## src/rtl/rrqq_pkg.sv

```systemverilog
package rrqq_pkg;

    localparam int Depth = 64;
    localparam int IdxW = 6;
    localparam int CntW = 7;

    localparam logic [2:0] CMD_ADD = 3'd0;
    localparam logic [2:0] CMD_RUN = 3'd1;
    localparam logic [2:0] CMD_LIST = 3'd2;
    localparam logic [2:0] CMD_PEEK = 3'd3;
    localparam logic [2:0] CMD_REMOVE = 3'd4;

    localparam logic [3:0] ST_ADDED = 4'd0;
    localparam logic [3:0] ST_FULL = 4'd1;
    localparam logic [3:0] ST_DUP = 4'd2;
    localparam logic [3:0] ST_EMPTY = 4'd3;
    localparam logic [3:0] ST_NOTFOUND = 4'd4;
    localparam logic [3:0] ST_REMOVED = 4'd5;
    localparam logic [3:0] ST_FINISHED = 4'd6;
    localparam logic [3:0] ST_REQUEUED = 4'd7;
    localparam logic [3:0] ST_ENTRY = 4'd8;

    localparam logic [15:0] QuantumReset = 16'd5;

    typedef struct packed {
        logic [15:0] pid;
        logic [7:0]  prio;
        logic [15:0] time_val;
    } slot_t;

    typedef enum logic [3:0] {
        S_IDLE,
        S_SCAN_RD,
        S_SCAN_CHK,
        S_HEAD_RD,
        S_HEAD_USE,
        S_LIST_RD,
        S_LIST_OUT,
        S_SHIFT_RD,
        S_SHIFT_WR,
        S_OUT
    } state_t;

    // controller -> datapath
    typedef struct packed {
        logic       latch_req;
        logic       ptr_to_head;
        logic       ptr_advance;
        logic       rd_ptr;
        logic       rd_next;
        logic       shift_write;
        logic       add_push;
        logic       run_pop;
        logic       remove_finish;
        logic       load_res;
        logic [3:0] res_status;
        logic [1:0] res_src;
        logic       res_last;
    } ctrl_t;

    // datapath -> controller
    typedef struct packed {
        logic [2:0] cmd;
        logic       empty;
        logic       full;
        logic       match;
        logic       at_end;
        logic       shift_end;
        logic       fits;
    } stat_t;

    localparam logic [1:0] SRC_REQ = 2'd0;
    localparam logic [1:0] SRC_RD = 2'd1;
    localparam logic [1:0] SRC_ZERO = 2'd2;
    localparam logic [1:0] SRC_RUN = 2'd3;

endpackage

```

## src/rtl/rrqq_if.sv

```systemverilog
interface rrqq_in_if;
    logic        valid;
    logic        ready;
    logic [2:0]  command;
    logic [15:0] pid;
    logic [7:0]  priority_req;
    logic [15:0] time_needed;
    modport source (output valid, command, pid, priority_req, time_needed, input ready);
    modport sink (input valid, command, pid, priority_req, time_needed, output ready);
endinterface

interface rrqq_out_if;
    logic        valid;
    logic        ready;
    logic [3:0]  status;
    logic [15:0] pid_res;
    logic [7:0]  priority_res;
    logic [15:0] time_left;
    logic [6:0]  occupancy;
    logic        last;
    modport source (output valid, status, pid_res, priority_res, time_left, occupancy, last,
                    input ready);
    modport sink (input valid, status, pid_res, priority_res, time_left, occupancy, last,
                  output ready);
endinterface

interface rrqq_cfg_if;
    logic        valid;
    logic        ready;
    logic [15:0] data;
    modport source (output valid, data, input ready);
    modport sink (input valid, data, output ready);
endinterface

```

## src/rtl/rrqq_ctrl.sv

```systemverilog
module rrqq_ctrl (
    input  logic            clk,
    input  logic            rst_n,
    input  logic            in_valid,
    output logic            in_ready,
    input  logic            out_valid,
    input  logic            out_ready,
    input  rrqq_pkg::stat_t st,
    output rrqq_pkg::ctrl_t ctl
);

    rrqq_pkg::state_t state_reg, state_next;

    always_ff @(posedge clk or negedge rst_n)
    begin
        if (!rst_n)
            state_reg <= rrqq_pkg::S_IDLE;
        else
            state_reg <= state_next;
    end

    // out register free, or being drained this cycle
    logic out_free;
    assign out_free = !out_valid || out_ready;

    always_comb
    begin
        state_next = state_reg;
        unique case (state_reg)
            rrqq_pkg::S_IDLE:
                if (in_valid) state_next = rrqq_pkg::S_OUT;
            rrqq_pkg::S_OUT:
            begin
                // decode the latched command
                case (st.cmd)
                    rrqq_pkg::CMD_ADD:
                        state_next = st.empty ? rrqq_pkg::S_IDLE : rrqq_pkg::S_SCAN_RD;
                    rrqq_pkg::CMD_REMOVE:
                        state_next = st.empty ? rrqq_pkg::S_IDLE : rrqq_pkg::S_SCAN_RD;
                    rrqq_pkg::CMD_RUN, rrqq_pkg::CMD_PEEK:
                        state_next = st.empty ? rrqq_pkg::S_IDLE : rrqq_pkg::S_HEAD_RD;
                    rrqq_pkg::CMD_LIST:
                        state_next = st.empty ? rrqq_pkg::S_IDLE : rrqq_pkg::S_LIST_RD;
                    default:
                        state_next = rrqq_pkg::S_IDLE;
                endcase
                if (st.empty && (st.cmd == rrqq_pkg::CMD_ADD) && !out_free)
                    state_next = rrqq_pkg::S_OUT;
                if (st.empty && st.cmd != rrqq_pkg::CMD_ADD && st.cmd <= rrqq_pkg::CMD_REMOVE
                    && !out_free)
                    state_next = rrqq_pkg::S_OUT;
            end
            rrqq_pkg::S_SCAN_RD:
                state_next = rrqq_pkg::S_SCAN_CHK;
            rrqq_pkg::S_SCAN_CHK:
            begin
                if (st.match)
                begin
                    if (st.cmd == rrqq_pkg::CMD_ADD)
                    begin
                        if (out_free) state_next = rrqq_pkg::S_IDLE;
                    end
                    else
                        state_next = st.shift_end ? rrqq_pkg::S_SHIFT_WR : rrqq_pkg::S_SHIFT_RD;
                end
                else if (st.at_end)
                begin
                    if (out_free) state_next = rrqq_pkg::S_IDLE;
                end
                else
                    state_next = rrqq_pkg::S_SCAN_RD;
            end
            rrqq_pkg::S_SHIFT_RD:
                state_next = rrqq_pkg::S_SHIFT_WR;
            rrqq_pkg::S_SHIFT_WR:
            begin
                if (st.shift_end)
                begin
                    if (out_free) state_next = rrqq_pkg::S_IDLE;
                end
                else
                    state_next = rrqq_pkg::S_SHIFT_RD;
            end
            rrqq_pkg::S_HEAD_RD:
                state_next = rrqq_pkg::S_HEAD_USE;
            rrqq_pkg::S_HEAD_USE:
                if (out_free) state_next = rrqq_pkg::S_IDLE;
            rrqq_pkg::S_LIST_RD:
                state_next = rrqq_pkg::S_LIST_OUT;
            rrqq_pkg::S_LIST_OUT:
                if (out_free) state_next = st.at_end ? rrqq_pkg::S_IDLE : rrqq_pkg::S_LIST_RD;
            default:
                state_next = rrqq_pkg::S_IDLE;
        endcase
    end

    always_comb
    begin
        ctl = '0;
        in_ready = 1'b0;
        unique case (state_reg)
            rrqq_pkg::S_IDLE:
            begin
                in_ready = 1'b1;
                ctl.latch_req = in_valid;
            end
            rrqq_pkg::S_OUT:
            begin
                ctl.ptr_to_head = 1'b1;
                if (st.empty && out_free && st.cmd != rrqq_pkg::CMD_ADD
                    && st.cmd <= rrqq_pkg::CMD_REMOVE)
                begin
                    ctl.load_res = 1'b1;
                    ctl.res_status = rrqq_pkg::ST_EMPTY;
                    ctl.res_src = rrqq_pkg::SRC_ZERO;
                    ctl.res_last = 1'b1;
                end
                if (st.empty && out_free && st.cmd == rrqq_pkg::CMD_ADD)
                begin
                    ctl.load_res = 1'b1;
                    ctl.res_status = rrqq_pkg::ST_ADDED;
                    ctl.res_src = rrqq_pkg::SRC_REQ;
                    ctl.res_last = 1'b1;
                    ctl.add_push = 1'b1;
                end
            end
            rrqq_pkg::S_SCAN_RD:
                ctl.rd_ptr = 1'b1;
            rrqq_pkg::S_SCAN_CHK:
            begin
                if (st.match)
                begin
                    if (st.cmd == rrqq_pkg::CMD_ADD)
                    begin
                        ctl.load_res = out_free;
                        ctl.res_status = rrqq_pkg::ST_DUP;
                        ctl.res_src = rrqq_pkg::SRC_RD;
                        ctl.res_last = 1'b1;
                    end
                end
                else if (st.at_end)
                begin
                    ctl.load_res = out_free;
                    ctl.res_last = 1'b1;
                    if (st.cmd == rrqq_pkg::CMD_ADD)
                    begin
                        ctl.res_src = rrqq_pkg::SRC_REQ;
                        ctl.res_status = st.full ? rrqq_pkg::ST_FULL : rrqq_pkg::ST_ADDED;
                        ctl.add_push = out_free && !st.full;
                    end
                    else
                    begin
                        ctl.res_src = rrqq_pkg::SRC_ZERO;
                        ctl.res_status = rrqq_pkg::ST_NOTFOUND;
                    end
                end
                else
                    ctl.ptr_advance = 1'b1;
            end
            rrqq_pkg::S_SHIFT_RD:
                ctl.rd_next = 1'b1;
            rrqq_pkg::S_SHIFT_WR:
            begin
                if (st.shift_end)
                begin
                    ctl.load_res = out_free;
                    ctl.remove_finish = out_free;
                    ctl.res_status = rrqq_pkg::ST_REMOVED;
                    ctl.res_src = rrqq_pkg::SRC_REQ;
                    ctl.res_last = 1'b1;
                end
                else
                begin
                    ctl.shift_write = 1'b1;
                    ctl.ptr_advance = 1'b1;
                end
            end
            rrqq_pkg::S_HEAD_RD:
                ctl.rd_ptr = 1'b1;
            rrqq_pkg::S_HEAD_USE:
            begin
                ctl.load_res = out_free;
                ctl.res_last = 1'b1;
                if (st.cmd == rrqq_pkg::CMD_RUN)
                begin
                    ctl.res_src = rrqq_pkg::SRC_RUN;
                    ctl.res_status = st.fits ? rrqq_pkg::ST_FINISHED : rrqq_pkg::ST_REQUEUED;
                    ctl.run_pop = out_free;
                end
                else
                begin
                    ctl.res_src = rrqq_pkg::SRC_RD;
                    ctl.res_status = rrqq_pkg::ST_ENTRY;
                end
            end
            rrqq_pkg::S_LIST_RD:
                ctl.rd_ptr = 1'b1;
            rrqq_pkg::S_LIST_OUT:
            begin
                ctl.load_res = out_free;
                ctl.res_status = rrqq_pkg::ST_ENTRY;
                ctl.res_src = rrqq_pkg::SRC_RD;
                ctl.res_last = st.at_end;
                ctl.ptr_advance = out_free;
            end
            default:
                ctl = '0;
        endcase
    end

endmodule

```

## src/rtl/rrqq_dp.sv

```systemverilog
module rrqq_dp (
    input  logic            clk,
    input  logic            rst_n,
    input  logic [2:0]      command,
    input  logic [15:0]     pid,
    input  logic [7:0]      priority_req,
    input  logic [15:0]     time_needed,
    input  logic [15:0]     quantum,
    input  rrqq_pkg::ctrl_t ctl,
    output rrqq_pkg::stat_t st,
    output logic [3:0]      status,
    output logic [15:0]     pid_res,
    output logic [7:0]      priority_res,
    output logic [15:0]     time_left,
    output logic [6:0]      occupancy,
    output logic            last
);

    localparam logic [rrqq_pkg::IdxW-1:0] IdxMax = rrqq_pkg::IdxW'(rrqq_pkg::Depth - 1);
    localparam logic [rrqq_pkg::CntW-1:0] CntFull = rrqq_pkg::CntW'(rrqq_pkg::Depth);

    rrqq_pkg::slot_t mem [rrqq_pkg::Depth];

    logic [2:0]                  cmd_reg;
    rrqq_pkg::slot_t             req_reg;
    logic [rrqq_pkg::IdxW-1:0]   head_reg, tail_reg, ptr_reg;
    logic [rrqq_pkg::CntW-1:0]   count_reg, pos_reg;
    rrqq_pkg::slot_t             rd_reg, gone_reg;

    function automatic logic [rrqq_pkg::IdxW-1:0] inc(input logic [rrqq_pkg::IdxW-1:0] i);
        return (i == IdxMax) ? '0 : i + 1'b1;
    endfunction

    logic [rrqq_pkg::IdxW-1:0] ptr_nx;
    assign ptr_nx = inc(ptr_reg);

    logic [16:0] diff;
    assign diff = {1'b0, rd_reg.time_val} - {1'b0, quantum};

    assign st.cmd = cmd_reg;
    assign st.empty = (count_reg == '0);
    assign st.full = (count_reg >= CntFull);
    assign st.match = (rd_reg.pid == req_reg.pid);
    assign st.at_end = (pos_reg + 1'b1 == count_reg);
    assign st.shift_end = (pos_reg + 1'b1 >= count_reg);
    assign st.fits = (rd_reg.time_val <= quantum);

    // memory: one write port, one registered read port
    logic                      wr_en;
    logic [rrqq_pkg::IdxW-1:0] wr_addr;
    rrqq_pkg::slot_t           wr_data;
    logic [rrqq_pkg::IdxW-1:0] rd_addr;

    always_comb
    begin
        wr_en = 1'b0;
        wr_addr = tail_reg;
        wr_data = req_reg;
        if (ctl.add_push)
            wr_en = 1'b1;
        else if (ctl.run_pop && !st.fits)
        begin
            wr_en = 1'b1;
            wr_data = '{pid: rd_reg.pid, prio: rd_reg.prio, time_val: diff[15:0]};
        end
        else if (ctl.shift_write)
        begin
            wr_en = 1'b1;
            wr_addr = ptr_reg;
            wr_data = rd_reg;
        end
        rd_addr = ctl.rd_next ? ptr_nx : ptr_reg;
    end

    always_ff @(posedge clk)
    begin
        if (wr_en)
            mem[wr_addr] <= wr_data;
        if (ctl.rd_ptr || ctl.rd_next)
            rd_reg <= mem[rd_addr];
    end

    always_ff @(posedge clk or negedge rst_n)
    begin
        if (!rst_n)
        begin
            head_reg <= '0;
            tail_reg <= '0;
            count_reg <= '0;
            cmd_reg <= '0;
            ptr_reg <= '0;
            pos_reg <= '0;
            last <= 1'b0;
            status <= '0;
        end
        else
        begin
            if (ctl.latch_req)
                cmd_reg <= command;
            if (ctl.ptr_to_head)
            begin
                ptr_reg <= head_reg;
                pos_reg <= '0;
            end
            else if (ctl.ptr_advance)
            begin
                ptr_reg <= ptr_nx;
                pos_reg <= pos_reg + 1'b1;
            end
            if (ctl.add_push)
            begin
                tail_reg <= inc(tail_reg);
                count_reg <= count_reg + 1'b1;
            end
            if (ctl.run_pop)
            begin
                head_reg <= inc(head_reg);
                if (!st.fits)
                    tail_reg <= inc(tail_reg);
                else
                    count_reg <= count_reg - 1'b1;
            end
            if (ctl.remove_finish)
            begin
                tail_reg <= ptr_reg;
                count_reg <= count_reg - 1'b1;
            end
            if (ctl.load_res)
            begin
                status <= ctl.res_status;
                last <= ctl.res_last;
            end
        end
    end

    // payload registers
    always_ff @(posedge clk)
    begin
        if (ctl.latch_req)
            req_reg <= '{pid: pid, prio: priority_req, time_val: time_needed};
        if (st.match && !ctl.shift_write && !ctl.rd_next && !ctl.remove_finish
            && cmd_reg == rrqq_pkg::CMD_REMOVE && !ctl.ptr_advance)
            gone_reg <= rd_reg;
        if (ctl.load_res)
        begin
            occupancy <= count_reg;
            unique case (ctl.res_src)
                rrqq_pkg::SRC_REQ:
                begin
                    if (ctl.res_status == rrqq_pkg::ST_REMOVED)
                    begin
                        pid_res <= gone_reg.pid;
                        priority_res <= gone_reg.prio;
                        time_left <= gone_reg.time_val;
                        occupancy <= count_reg - 1'b1;
                    end
                    else
                    begin
                        pid_res <= req_reg.pid;
                        priority_res <= req_reg.prio;
                        time_left <= req_reg.time_val;
                        if (ctl.res_status == rrqq_pkg::ST_ADDED)
                            occupancy <= count_reg + 1'b1;
                    end
                end
                rrqq_pkg::SRC_RD:
                begin
                    pid_res <= (ctl.res_status == rrqq_pkg::ST_DUP) ? req_reg.pid : rd_reg.pid;
                    priority_res <= rd_reg.prio;
                    time_left <= rd_reg.time_val;
                end
                rrqq_pkg::SRC_ZERO:
                begin
                    pid_res <= '0;
                    priority_res <= '0;
                    time_left <= '0;
                end
                rrqq_pkg::SRC_RUN:
                begin
                    pid_res <= rd_reg.pid;
                    priority_res <= rd_reg.prio;
                    time_left <= st.fits ? 16'd0 : diff[15:0];
                    if (st.fits)
                        occupancy <= count_reg - 1'b1;
                end
                default:
                    pid_res <= '0;
            endcase
        end
    end

endmodule

```

## src/rtl/round_robin_quantum_queue.sv

```systemverilog
// Round-robin process queue of 64 entries (pid, priority, remaining time) held in a
// single-port-write, registered-read memory. Commands are handled one at a time:
// the block takes a new command only when the previous one has produced all of
// its results. Add and remove walk the queue from the head, entry by entry (memory
// read, then compare); remove then shifts the later entries toward the head, each
// one read and then written back one place forward. List emits the entries one at
// a time from the head. Each result sits in an output register until it is
// transferred, and a command waits while that register is full before loading a
// result. The quantum register (reset 5) is written through its own channel, which
// is always ready; write it only while the queue is idle.
module round_robin_quantum_queue (
    input logic   clk,
    input logic   rst_n,
    rrqq_in_if.sink    cmd_in,
    rrqq_out_if.source res_out,
    rrqq_cfg_if.sink   cfg
);

    logic [15:0] quantum_reg;
    logic        out_valid_reg;
    rrqq_pkg::ctrl_t ctl;
    rrqq_pkg::stat_t st;

    assign cfg.ready = 1'b1;

    // quantum register
    always_ff @(posedge clk or negedge rst_n)
    begin
        if (!rst_n)
            quantum_reg <= rrqq_pkg::QuantumReset;
        else if (cfg.valid)
            quantum_reg <= cfg.data;
    end

    // output valid: set on each loaded result, drop on transfer
    always_ff @(posedge clk or negedge rst_n)
    begin
        if (!rst_n)
            out_valid_reg <= 1'b0;
        else if (ctl.load_res)
            out_valid_reg <= 1'b1;
        else if (res_out.ready)
            out_valid_reg <= 1'b0;
    end
    assign res_out.valid = out_valid_reg;

    rrqq_ctrl u_ctrl (
        .clk       (clk),
        .rst_n     (rst_n),
        .in_valid  (cmd_in.valid),
        .in_ready  (cmd_in.ready),
        .out_valid (out_valid_reg),
        .out_ready (res_out.ready),
        .st        (st),
        .ctl       (ctl)
    );

    rrqq_dp u_dp (
        .clk          (clk),
        .rst_n        (rst_n),
        .command      (cmd_in.command),
        .pid          (cmd_in.pid),
        .priority_req (cmd_in.priority_req),
        .time_needed  (cmd_in.time_needed),
        .quantum      (quantum_reg),
        .ctl          (ctl),
        .st           (st),
        .status       (res_out.status),
        .pid_res      (res_out.pid_res),
        .priority_res (res_out.priority_res),
        .time_left    (res_out.time_left),
        .occupancy    (res_out.occupancy),
        .last         (res_out.last)
    );

    // a new result never overwrites one still waiting
    assert property (@(posedge clk) disable iff (!rst_n)
        ctl.load_res |-> (!out_valid_reg || res_out.ready))
        else $error("result overwritten before transfer");

    // occupancy never exceeds the queue depth
    assert property (@(posedge clk) disable iff (!rst_n)
        res_out.valid |-> (res_out.occupancy <= 7'd64))
        else $error("occupancy out of range");

    // commands are never taken in a cycle that loads a result
    assert property (@(posedge clk) disable iff (!rst_n)
        (cmd_in.valid && cmd_in.ready) |-> !ctl.load_res)
        else $error("command accepted during result load");

endmodule

```

## src/flat_wrapper.sv

```systemverilog
// flat-port wrapper written by rule: the top's interface ports become plain ports
module round_robin_quantum_queue_flat 
  (clk, rst_n, cmd_in_valid, cmd_in_command, cmd_in_pid, cmd_in_priority_req, cmd_in_time_needed, cmd_in_ready, res_out_valid, res_out_status, res_out_pid_res, res_out_priority_res, res_out_time_left, res_out_occupancy, res_out_last, res_out_ready, cfg_valid, cfg_data, cfg_ready);
  rrqq_in_if cmd_in_i ();
  rrqq_out_if res_out_i ();
  rrqq_cfg_if cfg_i ();
  input logic clk;
  input logic rst_n;
  input wire logic [$bits(cmd_in_i.valid)-1:0] cmd_in_valid;
  input wire logic [$bits(cmd_in_i.command)-1:0] cmd_in_command;
  input wire logic [$bits(cmd_in_i.pid)-1:0] cmd_in_pid;
  input wire logic [$bits(cmd_in_i.priority_req)-1:0] cmd_in_priority_req;
  input wire logic [$bits(cmd_in_i.time_needed)-1:0] cmd_in_time_needed;
  output wire logic [$bits(cmd_in_i.ready)-1:0] cmd_in_ready;
  output wire logic [$bits(res_out_i.valid)-1:0] res_out_valid;
  output wire logic [$bits(res_out_i.status)-1:0] res_out_status;
  output wire logic [$bits(res_out_i.pid_res)-1:0] res_out_pid_res;
  output wire logic [$bits(res_out_i.priority_res)-1:0] res_out_priority_res;
  output wire logic [$bits(res_out_i.time_left)-1:0] res_out_time_left;
  output wire logic [$bits(res_out_i.occupancy)-1:0] res_out_occupancy;
  output wire logic [$bits(res_out_i.last)-1:0] res_out_last;
  input wire logic [$bits(res_out_i.ready)-1:0] res_out_ready;
  input wire logic [$bits(cfg_i.valid)-1:0] cfg_valid;
  input wire logic [$bits(cfg_i.data)-1:0] cfg_data;
  output wire logic [$bits(cfg_i.ready)-1:0] cfg_ready;
  assign cmd_in_i.valid = cmd_in_valid;
  assign cmd_in_i.command = cmd_in_command;
  assign cmd_in_i.pid = cmd_in_pid;
  assign cmd_in_i.priority_req = cmd_in_priority_req;
  assign cmd_in_i.time_needed = cmd_in_time_needed;
  assign cmd_in_ready = cmd_in_i.ready;
  assign res_out_valid = res_out_i.valid;
  assign res_out_status = res_out_i.status;
  assign res_out_pid_res = res_out_i.pid_res;
  assign res_out_priority_res = res_out_i.priority_res;
  assign res_out_time_left = res_out_i.time_left;
  assign res_out_occupancy = res_out_i.occupancy;
  assign res_out_last = res_out_i.last;
  assign res_out_i.ready = res_out_ready;
  assign cfg_i.valid = cfg_valid;
  assign cfg_i.data = cfg_data;
  assign cfg_ready = cfg_i.ready;
  round_robin_quantum_queue u_core (.clk(clk), .rst_n(rst_n), .cmd_in(cmd_in_i), .res_out(res_out_i), .cfg(cfg_i));
endmodule
```

## config.mk

```make
export PLATFORM = sky130hd
export DESIGN_NAME = round_robin_quantum_queue_flat
export DESIGN_NICKNAME = d
export VERILOG_FILES = /design/src/rtl/rrqq_pkg.sv /design/src/rtl/rrqq_if.sv /design/src/rtl/rrqq_ctrl.sv /design/src/rtl/rrqq_dp.sv /design/src/rtl/round_robin_quantum_queue.sv /design/src/flat_wrapper.sv
export SDC_FILE = /design/constraint.sdc
export NUM_CORES = 2
export LEC_CHECK = 0
export BUFFER_PORTS_ARGS = -buffer_cell sky130_fd_sc_hd__buf_4
export CAP_MARGIN = 30
export CORE_UTILIZATION = 65
export CTS_CLUSTER_SIZE = 40
export DETAILED_ROUTE_END_ITERATION = 8
export PLACE_DENSITY = 0.82
export SYNTH_ARGS = -nofsm -noshare
export SYNTH_HDL_FRONTEND = slang
export SYNTH_SLANG_ARGS = --single-unit
export TNS_END_PERCENT = 100
```

## constraint.sdc

```tcl
create_clock -name clk -period 18.12 [get_ports clk]
set_input_delay 2.718 -clock clk [delete_from_list [all_inputs] [get_ports clk]]
set_output_delay 2.718 -clock clk [all_outputs]
set_load 0.05 [all_outputs]
```

---- After elaboration in Yosys (flattened, before gate mapping) ----
Memories as Yosys holds them, arrays and structs flattened. A register that Yosys moved wholly into a read port is not among the register bits.
Index checks and enable logic that the tools add are counted.
storage, ports and cells
  logic and storage cells ................. 183
  register bits ........................... 188
  RAM bits ................................ 2560
  memories ................................ 1
memories
  memory           depth  bits a word  read ports  clocked after Yosys merged registers in  write ports  RTL line       source
  u_core.u_dp.mem  64     40           1           1                                        1            rrqq_dp.sv:22  rrqq_pkg::slot_t mem [rrqq_pkg::Depth];
cells by class
  add/subtract/negate cells ............... 7
  eq/ne operators ......................... 25
  reduce and logical (&&, ||, !) cells .... 39
  order comparisons ....................... 4
  muxes and demuxes ....................... 86
operators with widths
  cell                                                              number
  16-bit one-hot mux with 4 select lines                            2
  40-bit two-way mux                                                3
  6-bit two-way mux                                                 14
  16-bit two-way mux                                                4
  7-bit two-way mux                                                 9
  8-bit two-way mux                                                 6
  4-bit two-way mux                                                 10
  4-bit one-hot mux with 10 select lines                            1
  8-bit one-hot mux with 5 select lines                             1
  1-bit two-way mux                                                 26
  8-bit one-hot mux with 3 select lines                             1
  4-bit by 3-bit == test with 1-bit output (second input constant)  5
  6-bit by 1-bit adder with 6-bit output (second input constant)    3
  6-bit == test (second input constant)                             3
  16-bit == test                                                    1
  16-bit <= comparator                                              1
  1-bit logical AND                                                 16
  16-bit subtractor                                                 1
  7-bit by 1-bit adder with 7-bit output (second input constant)    2
  7-bit one-hot mux with 2 select lines                             1
  4-bit by 2-bit == test with 1-bit output (second input constant)  3
  9-bit two-way mux                                                 1
  3-bit one-hot mux with 3 select lines                             1
  4-bit == test (second input constant)                             2
  28 further kinds                                                  44

---- Depth between registers and ports, before layout ----
  depth in word-level cells ............... 12
  gate-level depth with buffers ........... 18
  depth with buffers taken out ............ 16

---- Modules after synthesis ----
A second synthesis with hierarchy kept.
unflattened totals
  cells, all modules ...................... 8375
  area, all modules ....................... 114184.5 µm²
modules (own cells, without submodules)
  module                     sequential area each (µm²)  area each (µm²)  cells each  times used
  rrqq_dp                    82889.5                     112668.1         8225        1
  rrqq_ctrl                  100.1                       817.0            111         1
  round_robin_quantum_queue  427.9                       699.4            39          1

---- Least setup slack after synthesis ----
No wires, ideal clock.
  path kind ............................... input-to-reg
  start point ............................. in res_out_ready
  end point ............................... reg u_core.u_dp.gone_reg[0] in the netlist's numbering (enable)
  data required time ...................... 17.583 ns
  buffers on the path ..................... 1
  library setup time ...................... 0.537 ns
  arrival ................................. 7.243 ns
  slack ................................... 10.340 ns
  stages on the path ...................... 4
  cells stage by stage .................... nor2b_1 clkbuf_1 nor2_1 nor4_1
on the way
  cells in the longest elaborated chain, start to end .. 7
RTL lines
  element               RTL line            source
  from (decl)           flat_wrapper.sv:22  input wire logic [$bits(res_out_i.ready)-1:0] res_out_ready;
  1-bit logical OR *    rrqq_ctrl.sv:24     assign out_free = !out_valid || out_ready;
  9-bit two-way mux     rrqq_ctrl.sv:164    if (st.shift_end)
  1-bit two-way mux     rrqq_ctrl.sv:101    unique case (state_reg)
  1-bit zero test       rrqq_dp.sv:141      if (st.match && !ctl.shift_write && !ctl.rd_next && !ctl.remove_finish
  1-bit logical AND     rrqq_dp.sv:141
  1-bit logical AND     rrqq_dp.sv:142      && cmd_reg == rrqq_pkg::CMD_REMOVE && !ctl.ptr_advance)
  1-bit logical AND *   rrqq_dp.sv:142
  to (signal assigned)  rrqq_dp.sv:143      gone_reg <= rd_reg;
  to (decl)             rrqq_dp.sv:28       rrqq_pkg::slot_t rd_reg, gone_reg;
Every way passes the cells marked *; elsewhere a longest branch is shown, timed or not.
A chain may end at the register's enable or synchronous reset.

---- Worst setup path after layout ----
  start point ............................. reg u_core.u_ctrl.state_reg[3]
  end point ............................... reg, netlist name u_core.u_dp.rd_reg[29]
on the way
  cells in the longest elaborated chain, start to end .. 4
RTL lines
  element                                                                 RTL line          source
  from (decl)                                                             rrqq_ctrl.sv:12   rrqq_pkg::state_t state_reg, state_next;
  from (signal assigned)                                                  rrqq_ctrl.sv:17   state_reg <= rrqq_pkg::S_IDLE;
  from (signal assigned)                                                  rrqq_ctrl.sv:19   state_reg <= state_next;
  4-bit by 3-bit == test with 1-bit output, or another cell as far along  rrqq_ctrl.sv:101
  3-bit OR reduction (no line)                                            n/a
  1-bit two-way mux                                                       rrqq_ctrl.sv:101
  1-bit logical OR                                                        rrqq_dp.sv:79     if (ctl.rd_ptr || ctl.rd_next)
Several ways; a longest one is shown, not always the timed one.

==> results_dict.tcl <==
set metrics [dict create \
    outcome "complete, no violations" \
    io_pins 119 \
    maxSlewViolCount 0 \
    power_mw 19.4 \
    syn_inst 7876 \
    cts.path.max_buffers 4 \
    synth_top_area_frac 0.719 \
    timing.hold.ws_ns 0.511 \
    largest_register_ff_count 2560 \
    dp_cells 10000 \
    reg2reg_to "u_core.u_dp.rd_reg[29]" \
    clock_latency_ns 0.94 \
    utilization 0.730 \
    dieArea_mm2 0.177 \
    core_area_mm2 0.174 \
    ant_nets 0 \
    largest_register "u_core.u_dp.mem" \
    cts_tree "done" \
    r2r_cells 14 \
    r2r_start "u_core.u_ctrl.state_reg[3]" \
    cpMaxStageDelayCell "buf_4" \
    layout-drive-gt1-share 0.111 \
    route.detailed.drc 0 \
    netlist-cell-type-count 82 \
    cp.required_ns 18.88 \
    path_cells "nand4b_2 -> buf_4 -> o21ai_4 -> buf_4 -> nand2_8 -> buf_4 -> buf_16 -> buf_4 -> buf_4 -> a211oi_1 -> a311oi_1 -> a31oi_1 -> a22o_1 -> nor3_2" \
    hold_path_depth 1 \
    peakVddDrop_uv 122 \
    async_flop_share 0.0219 \
    finalSetupTns_ns 0 \
    reg2reg_setup_slack_ns 11.72 \
    cts-buffers-inserted 287 \
    fmax_mhz 156 \
    worstHoldPathType "flop to flop" \
    antenna_found_initial 13 \
    relSlewSlack 0.221 \
    syn_area_mm2 0.114 \
    place.gp.congestion 0.904 \
    hpwl_um 168000 \
    grt_pass1_vias 70700 \
    post-route-cell-area_mm2 0.127 \
    fin_crit_ns 6.40 \
    grt_use_total 0.363 \
    min_to "u_core.u_dp.status[2]" \
    fin_ws_ns 11.72 \
    crit_type "flop to flop" \
    cts_sinks 2788 \
    synth_flop_cell "edfxtp_1" \
    fin_worst_skew_ns 0.0514 \
    ctsResizeCount 0 \
    wl_per_cell_um 30.8 \
    hold_buffers 0 \
    path_common_cell "buf_4" \
    hold_viol 0 \
    die_h_um 421 \
    start_util 0.655 \
    critPathMaxStageDelay_ns 0.95 \
    fp.dieW_um 421 \
    path_max_fanout 108 \
    grt-ovfl-total 0 \
    synth_area_leaders "edfxtp_1, mux2i_1, nand2_1" \
    fin_cells 10500 \
    rsz0062_at_grt "false" \
    post-cts-setup-buffer-count 0 \
    start_kind "flop" \
    htreeDepth 5 \
    synth_nets 7973 \
    crit_arrival_ns 7.16 \
    place_ws_ns 11.56 \
    drtIter0Drc 13000 \
    cp_top_family "buffers and inverters" \
    post-route-period-util 0.353 \
    setup.worst_path.end_class "flop" \
    path_clk_slew_ns 0.06 \
    cap_violations 0 \
    power_density_mw_per_mm2 153 \
    leakage_nw 43.4 \
    dr.pass1.iters 7 \
    grt_max_degree 176 \
    wl_um 323000 \
    placed_cell_area_mm2 0.118 \
    critical_path_buf_inv_count 6 \
    grt_pass1_wl_um 460000 \
    num_rows 153 \
    cts_root_buffer "clkbuf_16" \
    final_nets 8079 \
    avgSynthCellArea_um2 14.5 \
    num_vias 72800 \
    synth_warnings 0 \
    synth_seq_cells 2788 \
    setup_violations 0 \
    via_per_inst 6.92 \
    yosysTopAreaCell "edfxtp_1" \
    worstMarginPinSlew_ns 1.17 \
    synthToLayoutAreaGrowth_pct 11.5 \
    hold_start "u_core.u_dp.status[2]" \
    ys_seq_area_frac 0.733 \
    synth-edff-count 2727 \
    portBuffers 117 \
]
[worst reg2reg max path, stage by stage, from the launching register on]
cell and delay [ns]:
dfrtp_1 0.65, nand4b_2 0.23, buf_4 0.40, o21ai_4 0.09, buf_4 0.29, nand2_8 0.61
buf_4 0.43, buf_16 0.30, buf_4 0.93, buf_4 1.00, a211oi_1 0.21, a311oi_1 0.42
a31oi_1 0.11, a22o_1 0.35, nor3_2 0.21
[cells in the final DEF (no fill, tap or decap), types with 96 or more instances in the layout]
cell          n
nand3_1     765
mux2i_1     718
o21ai_0      96
a31oi_1     107
and3_1      107
edfxtp_1   2727
clkbuf_16   293
a21oi_1     125
nand2_1    1539
buf_4       281
nor2_1      135
a211oi_1    133
[logic make-up after synthesis]
| group | Yosys count | share of synthesized area |
|---|---|---|
| flops | 2788 | 0.733 |
| compound gates | 877 | 0.0547 |
| buf+inv | 555 | 0.0225 |
| fa+ha+maj | 33 | 0.00369 |
| xor+xnor | 46 | 0.00360 |
| other cells | 1 | 0.0000329 |
| simple gates | 2767 | 0.106 |
| mux | 809 | 0.0769 |
[where the power goes]
| group | internal, mW | total [mW] | switching, mW |
|---|---|---|---|
| clock network | 3.30 | 5.68 | 2.37 |
| logic | 1.67 | 5.52 | 3.85 |
| registers | 7.87 | 8.22 | 0.352 |
| total | 12.8 | 19.4 | 6.57 |
[synth_stat cells, drive strengths merged (4+ instances only)]
cell	n
edfxtp	2727
nand2	1540
nand3	767
mux2i	719
buf	265
clkbuf	231
nor2	206
a211oi	134
a21oi	128
o21ai	116
a31oi	107
and3	107
nor3	75
a311oi	67
dfrtp	59
inv	59
o221ai	53
mux4	48
a22oi	46
o22ai	46
mux2	42
a22o	38
a32o	38
ha	32
xor2	25
xnor2	21
a221oi	17
a222oi	16
a21o	13
nand4	11
and2	9
nand3b	9
nor4	9
o21a	9
nand2b	8
o211ai	8
o31ai	8
or3	7
a221o	6
and4	6
a211o	4
nor2b	4
[routing by layer]
layer,vias up,wire (µm),GRT usage
li1,30100,-,-
met1,35400,109000,0.470
met2,6221,145000,0.547
met3,1102,48000,0.104
met4,6,21000,0.220
met5,-,49,0
[cell type report]
type | instances | area, µm²
clock inverters | 137 | 1270
fillers | 10100 | 46900
diodes | 8 | 20.0
inverters | 59 | 221
multi-input cells | 4533 | 28700
well taps | 2325 | 2910
repair buffers | 313 | 2830
flip-flops and latches | 2788 | 83400
clock buffers | 353 | 7580
[worst max-delay path by stage]
stage	depth (start not counted)	from	to	slack (ns)
after floorplan	4	res_out_ready	u_core.u_dp.gone_reg[0]	10.34
after global routing	14	u_core.u_ctrl.state_reg[3]	u_core.u_dp.rd_reg[29]	11.49
after detailed placement	10	res_out_ready	u_core.u_dp.mem[59][31]	11.56
final	14	u_core.u_ctrl.state_reg[3]	u_core.u_dp.rd_reg[29]	11.72
after global placement	10	res_out_ready	u_core.u_dp.mem[59][9]	11.71
after CTS	13	u_core.u_ctrl.state_reg[3]	u_core.u_dp.rd_reg[29]	11.53
Power figures use the tool's default switching activity.
